--- src/design/temperature_to_seven_segment_scanner_core_assert.svh ---
// assertion macros for the temperature scanner core
// used by the top level only; no dependencies
`ifndef TEMPERATURE_TO_SEVEN_SEGMENT_SCANNER_CORE_ASSERT_SVH
`define TEMPERATURE_TO_SEVEN_SEGMENT_SCANNER_CORE_ASSERT_SVH

// condition implies consequence in the same cycle
`define TTS_ASSERT_IMPLY(label, clk, rst, ante, cons) \
   label: assert property (@(posedge clk) disable iff (rst) (ante) |-> (cons)) \
      else $error("tts: implication check failed");

// condition implies consequence in the next cycle
`define TTS_ASSERT_NEXT(label, clk, rst, ante, cons) \
   label: assert property (@(posedge clk) disable iff (rst) (ante) |=> (cons)) \
      else $error("tts: next-cycle check failed");

`endif

--- src/design/tts_pkg.sv ---
// shared types, constants and lookup functions for the temperature scanner
// no dependencies
package tts_pkg;

   localparam int DIGIT_COUNT_DEFAULT = 8;
   localparam int MAX_DIGITS          = 8;
   localparam int CODE_W              = 5;
   localparam int POS_W               = 3;
   localparam int SEG_W               = 8;
   localparam int BYTE_W              = 8;

   typedef logic [CODE_W-1:0] code_type;
   typedef code_type [MAX_DIGITS-1:0] code_array_type;

   // digit codes: 0..15 glyphs, then blank and minus
   localparam code_type CODE_BLANK = 5'd16;
   localparam code_type CODE_MINUS = 5'd17;

   // request kinds
   localparam logic REQ_TICK    = 1'b0;
   localparam logic REQ_READING = 1'b1;

   localparam logic [BYTE_W-1:0] SIGN_MASK = 8'hf8;
   localparam logic [SEG_W-1:0]  DP_SEG    = 8'h80;
   localparam logic [POS_W-1:0]  DP_DIGIT  = 3'd2;

   // divide by ten for values below 100: (x * 205) >> 11
   localparam logic [7:0] DIV10_MUL   = 8'd205;
   localparam int         DIV10_SHIFT = 11;

   // commands from the input stage to the scan stage
   typedef struct packed {
      logic load;
      logic tick;
   } scan_cmd_type;

   // segment pattern for a digit code, unused codes dark
   function automatic logic [SEG_W-1:0] glyph(input code_type code);
      logic [SEG_W-1:0] seg;
      case (code)
         5'd0:       seg = 8'h3f;
         5'd1:       seg = 8'h06;
         5'd2:       seg = 8'h5b;
         5'd3:       seg = 8'h4f;
         5'd4:       seg = 8'h66;
         5'd5:       seg = 8'h6d;
         5'd6:       seg = 8'h7d;
         5'd7:       seg = 8'h07;
         5'd8:       seg = 8'h7f;
         5'd9:       seg = 8'h6f;
         5'd10:      seg = 8'h77;
         5'd11:      seg = 8'h7c;
         5'd12:      seg = 8'h39;
         5'd13:      seg = 8'h5e;
         5'd14:      seg = 8'h79;
         5'd15:      seg = 8'h71;
         CODE_BLANK: seg = 8'h00;
         CODE_MINUS: seg = 8'h40;
         default:    seg = 8'h00;
      endcase
      return seg;
   endfunction

   // a fraction in sixteenths as hundredths, two bcd digits {tens, ones}
   function automatic logic [7:0] frac_bcd(input logic [3:0] frac);
      logic [7:0] bcd;
      case (frac)
         4'd0:    bcd = 8'h00;
         4'd1:    bcd = 8'h06;
         4'd2:    bcd = 8'h12;
         4'd3:    bcd = 8'h19;
         4'd4:    bcd = 8'h25;
         4'd5:    bcd = 8'h31;
         4'd6:    bcd = 8'h38;
         4'd7:    bcd = 8'h44;
         4'd8:    bcd = 8'h50;
         4'd9:    bcd = 8'h56;
         4'd10:   bcd = 8'h63;
         4'd11:   bcd = 8'h69;
         4'd12:   bcd = 8'h75;
         4'd13:   bcd = 8'h81;
         4'd14:   bcd = 8'h88;
         4'd15:   bcd = 8'h94;
         default: bcd = 8'h00;
      endcase
      return bcd;
   endfunction

endpackage

--- src/design/tts_req_if.sv ---
// request channel: scan ticks and temperature readings
// depends on tts_pkg
interface tts_req_if;
   logic                          valid;
   logic                          ready;
   logic                          req_type;
   logic [tts_pkg::BYTE_W-1:0]    reading_low;
   logic [tts_pkg::BYTE_W-1:0]    reading_high;

   modport source (output valid, output req_type, output reading_low,
                   output reading_high, input ready);
   modport sink   (input valid, input req_type, input reading_low,
                   input reading_high, output ready);
endinterface

--- src/design/tts_rsp_if.sv ---
// response channel: one digit drive per scan tick
// depends on tts_pkg
interface tts_rsp_if;
   logic                          valid;
   logic                          ready;
   logic [tts_pkg::SEG_W-1:0]     segment_lines;
   logic [tts_pkg::MAX_DIGITS-1:0] digit_enable;
   logic [tts_pkg::POS_W-1:0]     digit_index;

   modport source (output valid, output segment_lines, output digit_enable,
                   output digit_index, input ready);
   modport sink   (input valid, input segment_lines, input digit_enable,
                   input digit_index, output ready);
endinterface

--- src/design/tts_convert.sv ---
// converts a sensor temperature word into eight digit codes
// depends on tts_pkg
module tts_convert (
   input  logic [tts_pkg::BYTE_W-1:0] reading_low,
   input  logic [tts_pkg::BYTE_W-1:0] reading_high,
   output tts_pkg::code_array_type    codes
);

   logic        negative;
   logic [15:0] word;
   logic [15:0] magnitude;
   logic [6:0]  int_part;
   logic        hundreds;
   logic [6:0]  rem;
   logic [14:0] tens_prod;
   logic [3:0]  tens;
   logic [6:0]  ones_full;
   logic [7:0]  frac_digits;

   // sign detect and two's complement magnitude
   assign negative  = |(reading_high & tts_pkg::SIGN_MASK);
   assign word      = {reading_high, reading_low};
   assign magnitude = negative ? (16'd0 - word) : word;
   assign int_part  = magnitude[10:4];

   // integer part to bcd, at most 127
   assign hundreds  = (int_part >= 7'd100);
   assign rem       = hundreds ? (int_part - 7'd100) : int_part;
   assign tens_prod = {8'd0, rem} * {7'd0, tts_pkg::DIV10_MUL};
   assign tens      = tens_prod[tts_pkg::DIV10_SHIFT +: 4];
   assign ones_full = rem - {tens, 3'b000} - {2'b00, tens, 1'b0};

   assign frac_digits = tts_pkg::frac_bcd(magnitude[3:0]);

   // place digits, minus sign just above the top integer digit
   always_comb begin
      for (int i = 0; i < tts_pkg::MAX_DIGITS; i++) begin
         codes[i] = tts_pkg::CODE_BLANK;
      end
      codes[0] = {1'b0, frac_digits[3:0]};
      codes[1] = {1'b0, frac_digits[7:4]};
      codes[2] = {1'b0, ones_full[3:0]};
      if (hundreds) begin
         codes[3] = {1'b0, tens};
         codes[4] = 5'd1;
         if (negative) begin
            codes[5] = tts_pkg::CODE_MINUS;
         end
      end else if (tens != 4'd0) begin
         codes[3] = {1'b0, tens};
         if (negative) begin
            codes[4] = tts_pkg::CODE_MINUS;
         end
      end else if (negative) begin
         codes[3] = tts_pkg::CODE_MINUS;
      end
   end

endmodule

--- src/design/tts_scan.sv ---
// digit code store, scan pointer and response register
// depends on tts_pkg and tts_rsp_if
module tts_scan #(
   parameter int DIGIT_COUNT = tts_pkg::DIGIT_COUNT_DEFAULT
) (
   input  logic                    clock,
   input  logic                    reset,
   input  tts_pkg::scan_cmd_type   cmd,
   input  tts_pkg::code_array_type new_codes,
   tts_rsp_if.source               rsp
);

   localparam logic [tts_pkg::POS_W-1:0] LastPos = tts_pkg::POS_W'(DIGIT_COUNT - 1);

   tts_pkg::code_type                codes_ff [DIGIT_COUNT];
   tts_pkg::code_type                codes_in [DIGIT_COUNT];
   logic [tts_pkg::POS_W-1:0]        pos_ff, pos_in;
   logic                             valid_ff, valid_in;
   logic [tts_pkg::SEG_W-1:0]        seg_ff, seg_in;
   logic [tts_pkg::MAX_DIGITS-1:0]   en_ff, en_in;
   logic [tts_pkg::POS_W-1:0]        idx_ff, idx_in;

   // code store update on a reading
   always_comb begin
      for (int i = 0; i < DIGIT_COUNT; i++) begin
         codes_in[i] = cmd.load ? new_codes[i] : codes_ff[i];
      end
   end

   // scan pointer advance with wrap
   always_comb begin
      pos_in = pos_ff;
      if (cmd.tick) begin
         pos_in = (pos_ff == LastPos) ? '0 : pos_ff + 1'b1;
      end
   end

   // response register: load on tick, clear once the transfer completes
   always_comb begin
      valid_in = valid_ff;
      seg_in   = seg_ff;
      en_in    = en_ff;
      idx_in   = idx_ff;
      if (cmd.tick) begin
         valid_in = 1'b1;
         seg_in   = tts_pkg::glyph(codes_ff[pos_ff])
                  | ((pos_ff == tts_pkg::DP_DIGIT) ? tts_pkg::DP_SEG : '0);
         en_in    = ~(tts_pkg::MAX_DIGITS'(1) << pos_ff);
         idx_in   = pos_ff;
      end else if (rsp.ready) begin
         valid_in = 1'b0;
      end
   end

   always_ff @(posedge clock) begin
      if (reset) begin
         for (int i = 0; i < DIGIT_COUNT; i++) begin
            codes_ff[i] <= tts_pkg::CODE_BLANK;
         end
         pos_ff   <= '0;
         valid_ff <= 1'b0;
      end else begin
         codes_ff <= codes_in;
         pos_ff   <= pos_in;
         valid_ff <= valid_in;
      end
   end

   // payload, no reset
   always_ff @(posedge clock) begin
      seg_ff <= seg_in;
      en_ff  <= en_in;
      idx_ff <= idx_in;
   end

   assign rsp.valid         = valid_ff;
   assign rsp.segment_lines = seg_ff;
   assign rsp.digit_enable  = en_ff;
   assign rsp.digit_index   = idx_ff;

endmodule

--- src/design/temperature_to_seven_segment_scanner_core.sv ---
// top level of the temperature to seven-segment scanner
// depends on tts_pkg, tts_req_if, tts_rsp_if, tts_convert, tts_scan
//
//   channel    dir   per transfer
//   req_chan   in    tick or reading (req_type, reading_low, reading_high)
//   rsp_chan   out   one digit drive (segment_lines, digit_enable, digit_index)
//
// one item per cycle while no tick is held by a stalled response; a tick passes the input
// register, then the response register, from which its response is valid; a reading
// passes the input register, then updates the digit store, and is seen by the next tick
// synchronous reset blanks all digits and sets the scan position to zero
// a stalled response holds the input register for ticks; readings still drain
`include "temperature_to_seven_segment_scanner_core_assert.svh"

module temperature_to_seven_segment_scanner_core #(
   parameter int DIGIT_COUNT = tts_pkg::DIGIT_COUNT_DEFAULT
) (
   input  logic      clock,
   input  logic      reset,
   tts_req_if.sink   req_chan,
   tts_rsp_if.source rsp_chan
);

   logic                       s1_valid_ff, s1_valid_in;
   logic                       s1_type_ff, s1_type_in;
   logic [tts_pkg::BYTE_W-1:0] s1_low_ff, s1_low_in;
   logic [tts_pkg::BYTE_W-1:0] s1_high_ff, s1_high_in;
   logic                       out_free;
   logic                       s1_advance;
   logic                       accept;
   tts_pkg::scan_cmd_type      cmd;
   tts_pkg::code_array_type    new_codes;
   logic                       sel_one_hot;
   logic                       idx_in_range;
   logic                       dp_match;

   // stage advance: readings never wait, ticks need a free response slot
   assign out_free   = !rsp_chan.valid || rsp_chan.ready;
   assign s1_advance = s1_valid_ff
                     && ((s1_type_ff == tts_pkg::REQ_READING) || out_free);
   assign req_chan.ready = !s1_valid_ff || s1_advance;
   assign accept     = req_chan.valid && req_chan.ready;

   // input register
   always_comb begin
      s1_valid_in = s1_valid_ff;
      s1_type_in  = s1_type_ff;
      s1_low_in   = s1_low_ff;
      s1_high_in  = s1_high_ff;
      if (accept) begin
         s1_valid_in = 1'b1;
         s1_type_in  = req_chan.req_type;
         s1_low_in   = req_chan.reading_low;
         s1_high_in  = req_chan.reading_high;
      end else if (s1_advance) begin
         s1_valid_in = 1'b0;
      end
   end

   always_ff @(posedge clock) begin
      if (reset) begin
         s1_valid_ff <= 1'b0;
      end else begin
         s1_valid_ff <= s1_valid_in;
      end
   end

   always_ff @(posedge clock) begin
      s1_type_ff <= s1_type_in;
      s1_low_ff  <= s1_low_in;
      s1_high_ff <= s1_high_in;
   end

   // commands to the scan stage
   assign cmd.load = s1_advance && (s1_type_ff == tts_pkg::REQ_READING);
   assign cmd.tick = s1_advance && (s1_type_ff == tts_pkg::REQ_TICK);

   tts_convert u_convert (
      .reading_low  (s1_low_ff),
      .reading_high (s1_high_ff),
      .codes        (new_codes)
   );

   tts_scan #(
      .DIGIT_COUNT (DIGIT_COUNT)
   ) u_scan (
      .clock     (clock),
      .reset     (reset),
      .cmd       (cmd),
      .new_codes (new_codes),
      .rsp       (rsp_chan)
   );

   // checks
   assign sel_one_hot  = ($countones(~rsp_chan.digit_enable) == 1)
                       && (rsp_chan.digit_enable[rsp_chan.digit_index] == 1'b0);
   assign idx_in_range = {1'b0, rsp_chan.digit_index} < 4'(DIGIT_COUNT);
   assign dp_match     = rsp_chan.segment_lines[7]
                       == (rsp_chan.digit_index == tts_pkg::DP_DIGIT);

   `TTS_ASSERT_NEXT(a_tick_gives_rsp, clock, reset, cmd.tick, rsp_chan.valid)
   `TTS_ASSERT_IMPLY(a_one_select, clock, reset, rsp_chan.valid, sel_one_hot)
   `TTS_ASSERT_IMPLY(a_index_range, clock, reset, rsp_chan.valid, idx_in_range)
   `TTS_ASSERT_IMPLY(a_dp_place, clock, reset, rsp_chan.valid, dp_match)

endmodule
--- src/flat_wrapper.sv ---
// flat-port wrapper written by rule: the top's interface ports become plain ports
module temperature_to_seven_segment_scanner_core_flat 
#(
   parameter int DIGIT_COUNT = tts_pkg::DIGIT_COUNT_DEFAULT
)
  (clock, reset, req_chan_valid, req_chan_req_type, req_chan_reading_low, req_chan_reading_high, req_chan_ready, rsp_chan_valid, rsp_chan_segment_lines, rsp_chan_digit_enable, rsp_chan_digit_index, rsp_chan_ready);
  tts_req_if req_chan_i ();
  tts_rsp_if rsp_chan_i ();
  input  logic clock;
  input  logic reset;
  input wire logic [$bits(req_chan_i.valid)-1:0] req_chan_valid;
  input wire logic [$bits(req_chan_i.req_type)-1:0] req_chan_req_type;
  input wire logic [$bits(req_chan_i.reading_low)-1:0] req_chan_reading_low;
  input wire logic [$bits(req_chan_i.reading_high)-1:0] req_chan_reading_high;
  output wire logic [$bits(req_chan_i.ready)-1:0] req_chan_ready;
  output wire logic [$bits(rsp_chan_i.valid)-1:0] rsp_chan_valid;
  output wire logic [$bits(rsp_chan_i.segment_lines)-1:0] rsp_chan_segment_lines;
  output wire logic [$bits(rsp_chan_i.digit_enable)-1:0] rsp_chan_digit_enable;
  output wire logic [$bits(rsp_chan_i.digit_index)-1:0] rsp_chan_digit_index;
  input wire logic [$bits(rsp_chan_i.ready)-1:0] rsp_chan_ready;
  assign req_chan_i.valid = req_chan_valid;
  assign req_chan_i.req_type = req_chan_req_type;
  assign req_chan_i.reading_low = req_chan_reading_low;
  assign req_chan_i.reading_high = req_chan_reading_high;
  assign req_chan_ready = req_chan_i.ready;
  assign rsp_chan_valid = rsp_chan_i.valid;
  assign rsp_chan_segment_lines = rsp_chan_i.segment_lines;
  assign rsp_chan_digit_enable = rsp_chan_i.digit_enable;
  assign rsp_chan_digit_index = rsp_chan_i.digit_index;
  assign rsp_chan_i.ready = rsp_chan_ready;
  temperature_to_seven_segment_scanner_core #(.DIGIT_COUNT(DIGIT_COUNT)) u_core (.clock(clock), .reset(reset), .req_chan(req_chan_i), .rsp_chan(rsp_chan_i));
endmodule
--- config.mk ---
export PLATFORM = sky130hd
export DESIGN_NAME = temperature_to_seven_segment_scanner_core_flat
export DESIGN_NICKNAME = d
export VERILOG_FILES = /design/src/design/tts_pkg.sv /design/src/design/tts_req_if.sv /design/src/design/tts_rsp_if.sv /design/src/design/tts_convert.sv /design/src/design/tts_scan.sv /design/src/design/temperature_to_seven_segment_scanner_core.sv /design/src/flat_wrapper.sv
export VERILOG_INCLUDE_DIRS = /design/src /design/src/design
export SDC_FILE = /design/constraint.sdc
export NUM_CORES = 1
export LEC_CHECK = 0
export BUFFER_PORTS_ARGS = -buffer_cell sky130_fd_sc_hd__buf_2
export CORE_MARGIN = 3
export CORE_UTILIZATION = 57
export CTS_CLUSTER_SIZE = 16
export DETAILED_ROUTE_END_ITERATION = 8
export PLACE_DENSITY = 0.75
export SLEW_MARGIN = 30
export SYNTH_ARGS = -nofsm -noshare
export SYNTH_HDL_FRONTEND = slang
export SYNTH_HIERARCHICAL = 1
export SYNTH_SLANG_ARGS = --single-unit
--- constraint.sdc ---
create_clock -name clock -period 10.5 [get_ports clock]
set_input_delay 1.05 -clock clock [delete_from_list [all_inputs] [get_ports clock]]
set_output_delay 1.05 -clock clock [all_outputs]
set_load 0.1 [all_outputs]
==> impl_metrics.csv <==
group,metric,value,unit
run_status,status,"completed",
setup_path,slowest_stage,"or4_4",
clock_tree,postCtsSetupRepairBufs,0,
route,initialDrtViolationCount,148,
layout,final_net_count,636,
clock_tree,cts_root_buf,"clkbuf_8",
floorplan,die_h,105,microns
layout,areaGrowthSynthToFinish,6.96,%
worst_hold_path,min_to,"u_core/u_scan/codes_ff[6]",
clock_tree,cts_tree,"yes",
setup_path,rr_worst_depth,31,
route,firstDrtPassIters,5,
logic_synthesis,synthTopCellsByArea,"edfxtp_1 19%, dfxtp_1 16%, ha_1 11%, mux2i_1 7.0%, mux4_1 3.8%",
floorplan,die_w,105,microns
place,gp_congestion,0.880,
setup_path,cp-start-kind,"flop",
setup_path,reg2reg_slack,2.46,ns
grt,use_met3,0.0340,
route,routedWlPerCell,14.8,microns
layout,final_common_cell,"nor2_1",
clock_tree,clock_latency,0.35,ns
floorplan,coreArea,9370,sq um
clock_tree,ctsResizeCount,0,
clock_tree,clkTransAtPathRegs,0.08,ns
timing,hold_viol_final,0,
place,place_hpwl,7720,microns
timing,setup_viol,0,
place,place_area,5730,sq um
power_and_ir_drop,switchingPower,0.335,mW
job,max_cap_violations,0,
layout,register_area,1980,sq um
worst_hold_path,min_path_type,"reg2reg",
route,via_count,3813,
layout,fillers,791,
power_and_ir_drop,power_frac_seq,0.375,
setup_path,crit_path_max_fanout,16,
timing,post-route-min-period,8.04,ns
worst_hold_path,holdCritStartpoint,"u_core/u_scan/codes_ff[6]",
grt,grt_use_met2,0.334,
logic_synthesis,synth_seq_cells,81,
logic_synthesis,synthDistinctLibCells,71,
logic_synthesis,syn_area,5550,sq um
floorplan,io_pins,42,
grt,grt_max_degree,49,
clock_tree,numClockSinks,81,
clock_tree,cts_hold_buf,0,
power_and_ir_drop,swShare,0.350,
power_and_ir_drop,vdd_drop_max,98.0,uV
logic_synthesis,async_flop_share,0,
timing,slew_headroom,0.458,
setup_path,crit_required,10.71,ns
route,drt-vias-per-instance,5.52,
grt,antenna_found_initial,0,
worst_hold_path,hold_depth,2,
layout,num_antenna_cells,0,
layout,fin_area,5940,sq um
logic_synthesis,ys.flop_type,"dfxtp_1",
power_and_ir_drop,pwr-share-clk,0.244,
timing,tns,0,ns
logic_synthesis,synth_top_area_share,0.195,
setup_path,cp-end-kind,"flop",
logic_synthesis,synth_edf_count,36,
setup_path,rr_startpoint,"u_core/s1_high_ff[3]",
timing,fmax,124,MHz
floorplan,fp-row-count,35,
clock_tree,cts_buffer_depth,2,
logic_synthesis,synth_area_leader_cell,"edfxtp_1",
floorplan,initial_utilization,0.593,
power_and_ir_drop,comb_power_share,0.381,
power_and_ir_drop,intPower,0.623,mW
grt,busiest_layer,"met2",
setup_path,cp_data_arrival_time,8.25,ns
route,drt_wl_total,10200,microns
setup_path,reg2reg_to,"u_core/u_scan/codes_ff[28]",
route,drtAntennaViolNets,0,
clock_tree,cts_buffers,9,
setup_path,criticalPathCategory,"reg2reg",
floorplan,die-area,11000,sq um
grt,grt_pass1_wl,17100,microns
route,drcViolationCount,0,
power_and_ir_drop,power_density,161,nW/um^2
logic_synthesis,avgSynthCellArea,10.5,sq um
place,port_buffers,41,
timing,final_max_slew_viol_count,0,
logic_synthesis,ys_seq_area_frac,0.357,
grt,grt_util_all_layers,0.191,
setup_path,cpMostUsedCell,"ha_1",
timing,period_share,0.766,
timing,rsz0062_at_grt,"false",
layout,multi_input_area,3200,sq um
timing,finClkSkew,0.0121,ns
layout,drive_above_1_share,0.167,
logic_synthesis,yosys_warnings,6,
grt,grt_pass1_vias,3694,
logic_synthesis,synthCells,528,
layout,layout_common_cells,"54 x nor2_1, 50 x ha_1, 45 x dfxtp_1",
timing,worst_pin_slew,0.813,ns
setup_path,cpPeakStageDelay,0.59,ns
grt,grt.overflow.total,0,
grt,grtUsageMet1,0.244,
clock_tree,htree_levels,3,
power_and_ir_drop,p_leak,2.47,nW
==> per-layer routing <==
layer  routed length, microns  up-vias
li1                         -     1905
met1                     4660     1807
met2                     5040       89
met3                      411       12
met4                      114        0
met5                        0        -
==> Yosys cell counts (9+ instances only) <==
master and instances:
a211o_1 11, a21oi_1 15, buf_4 20, clkbuf_1 13, dfxtp_1 45, edfxtp_1 36
ha_1 50, inv_1 44, mux2i_1 39, nand2_1 25, nor2_1 54, nor2b_1 9
xnor2_1 14
==> power by group through the flow <==
stage / clock [mW] / combinational [mW] / sequential [mW]
finish: 0.234 / 0.365 / 0.359
CTS: 0.242 / 0.365 / 0.359
global route: 0.254 / 0.409 / 0.361
global placement: 0 / 0.353 / 0.366
detailed placement: 0 / 0.361 / 0.366
floorplan: 0 / 0.281 / 0.373
==> cell type report <==
class / count / share of cell area
multi-input combinational: 376 / 0.538
sequential: 81 / 0.334
timing repair buffer: 43 / 0.0371
inverter: 46 / 0.0291
tap: 129 / 0.0272
clock buffer: 9 / 0.0209
clock inverter: 7 / 0.0137
==> logic make-up (layout without fill, tap and decap cells) <==
logic type,count (synthesis),in the layout,synth area share
adders and majority gates,58,58,0.142
buffers and inverters,89,105,0.0804
DFF,81,81,0.357
and+or+nand+nor,138,138,0.131
muxes,56,56,0.137
other,2,20,0.00135
xor gates and xnor gates,23,23,0.0388
AOI/OAI and AO/OA,81,81,0.113
==> registers in the layout, summed over array words and instances (netlist names) <==
name	cells
u_core/u_scan/pos_ff	3
u_core/u_scan/codes_ff	40
u_core/u_scan/rsp.valid	1
u_core/s1_high_ff	8
u_core/u_scan/rsp.digit_index	3
u_core/s1_low_ff	8
u_core/u_scan/rsp.segment_lines	8
u_core/u_scan/rsp.digit_enable	8
u_core/s1_valid_ff	1
u_core/s1_type_ff	1
==> worst max-delay path by stage <==
| stage | from | end | depth (start not counted) |
|---|---|---|---|
| global route | u_core/s1_high_ff[3] | u_core/u_scan/codes_ff[28] | 31 |
| finish | u_core/s1_high_ff[3] | u_core/u_scan/codes_ff[28] | 31 |
| CTS | u_core/s1_high_ff[3] | u_core/u_scan/codes_ff[28] | 31 |
| global placement | u_core/s1_high_ff[3] | u_core/u_scan/codes_ff[28] | 31 |
| detailed placement | u_core/s1_high_ff[3] | u_core/u_scan/codes_ff[28] | 31 |
| floorplan | u_core/s1_high_ff[3] | u_core/u_scan/codes_ff[28] | 32 |
==> stage by stage <==
stage / util / hold WS [ns] / setup WS, ns / std cells / total power, mW
global route: 0.634 / 0.522 / 1.89 / 691 / 1.02
floorplan: - / 0.451 / 3.14 / 546 / 0.654
global placement: 0.612 / 0.467 / 2.90 / 675 / 0.719
finish: 0.634 / 0.490 / 2.46 / 691 / 0.958
detailed placement: 0.612 / 0.478 / 2.47 / 675 / 0.727
CTS: 0.634 / 0.496 / 2.44 / 691 / 0.966
==> worst max-delay path: cells and delay by family (launching register included) <==
kind                     cells  cell delay [ns]
buffers and inverters        4             0.44
XOR/XNOR                     3             0.78
AO/OA/AOI/OAI                8             1.90
multiplexers                 2             0.41
AND/OR/NAND/NOR              7             1.95
adder cells (fa/ha/maj)      7             2.06
flip-flops                   1             0.37
Power figures use the tool's default switching activity.
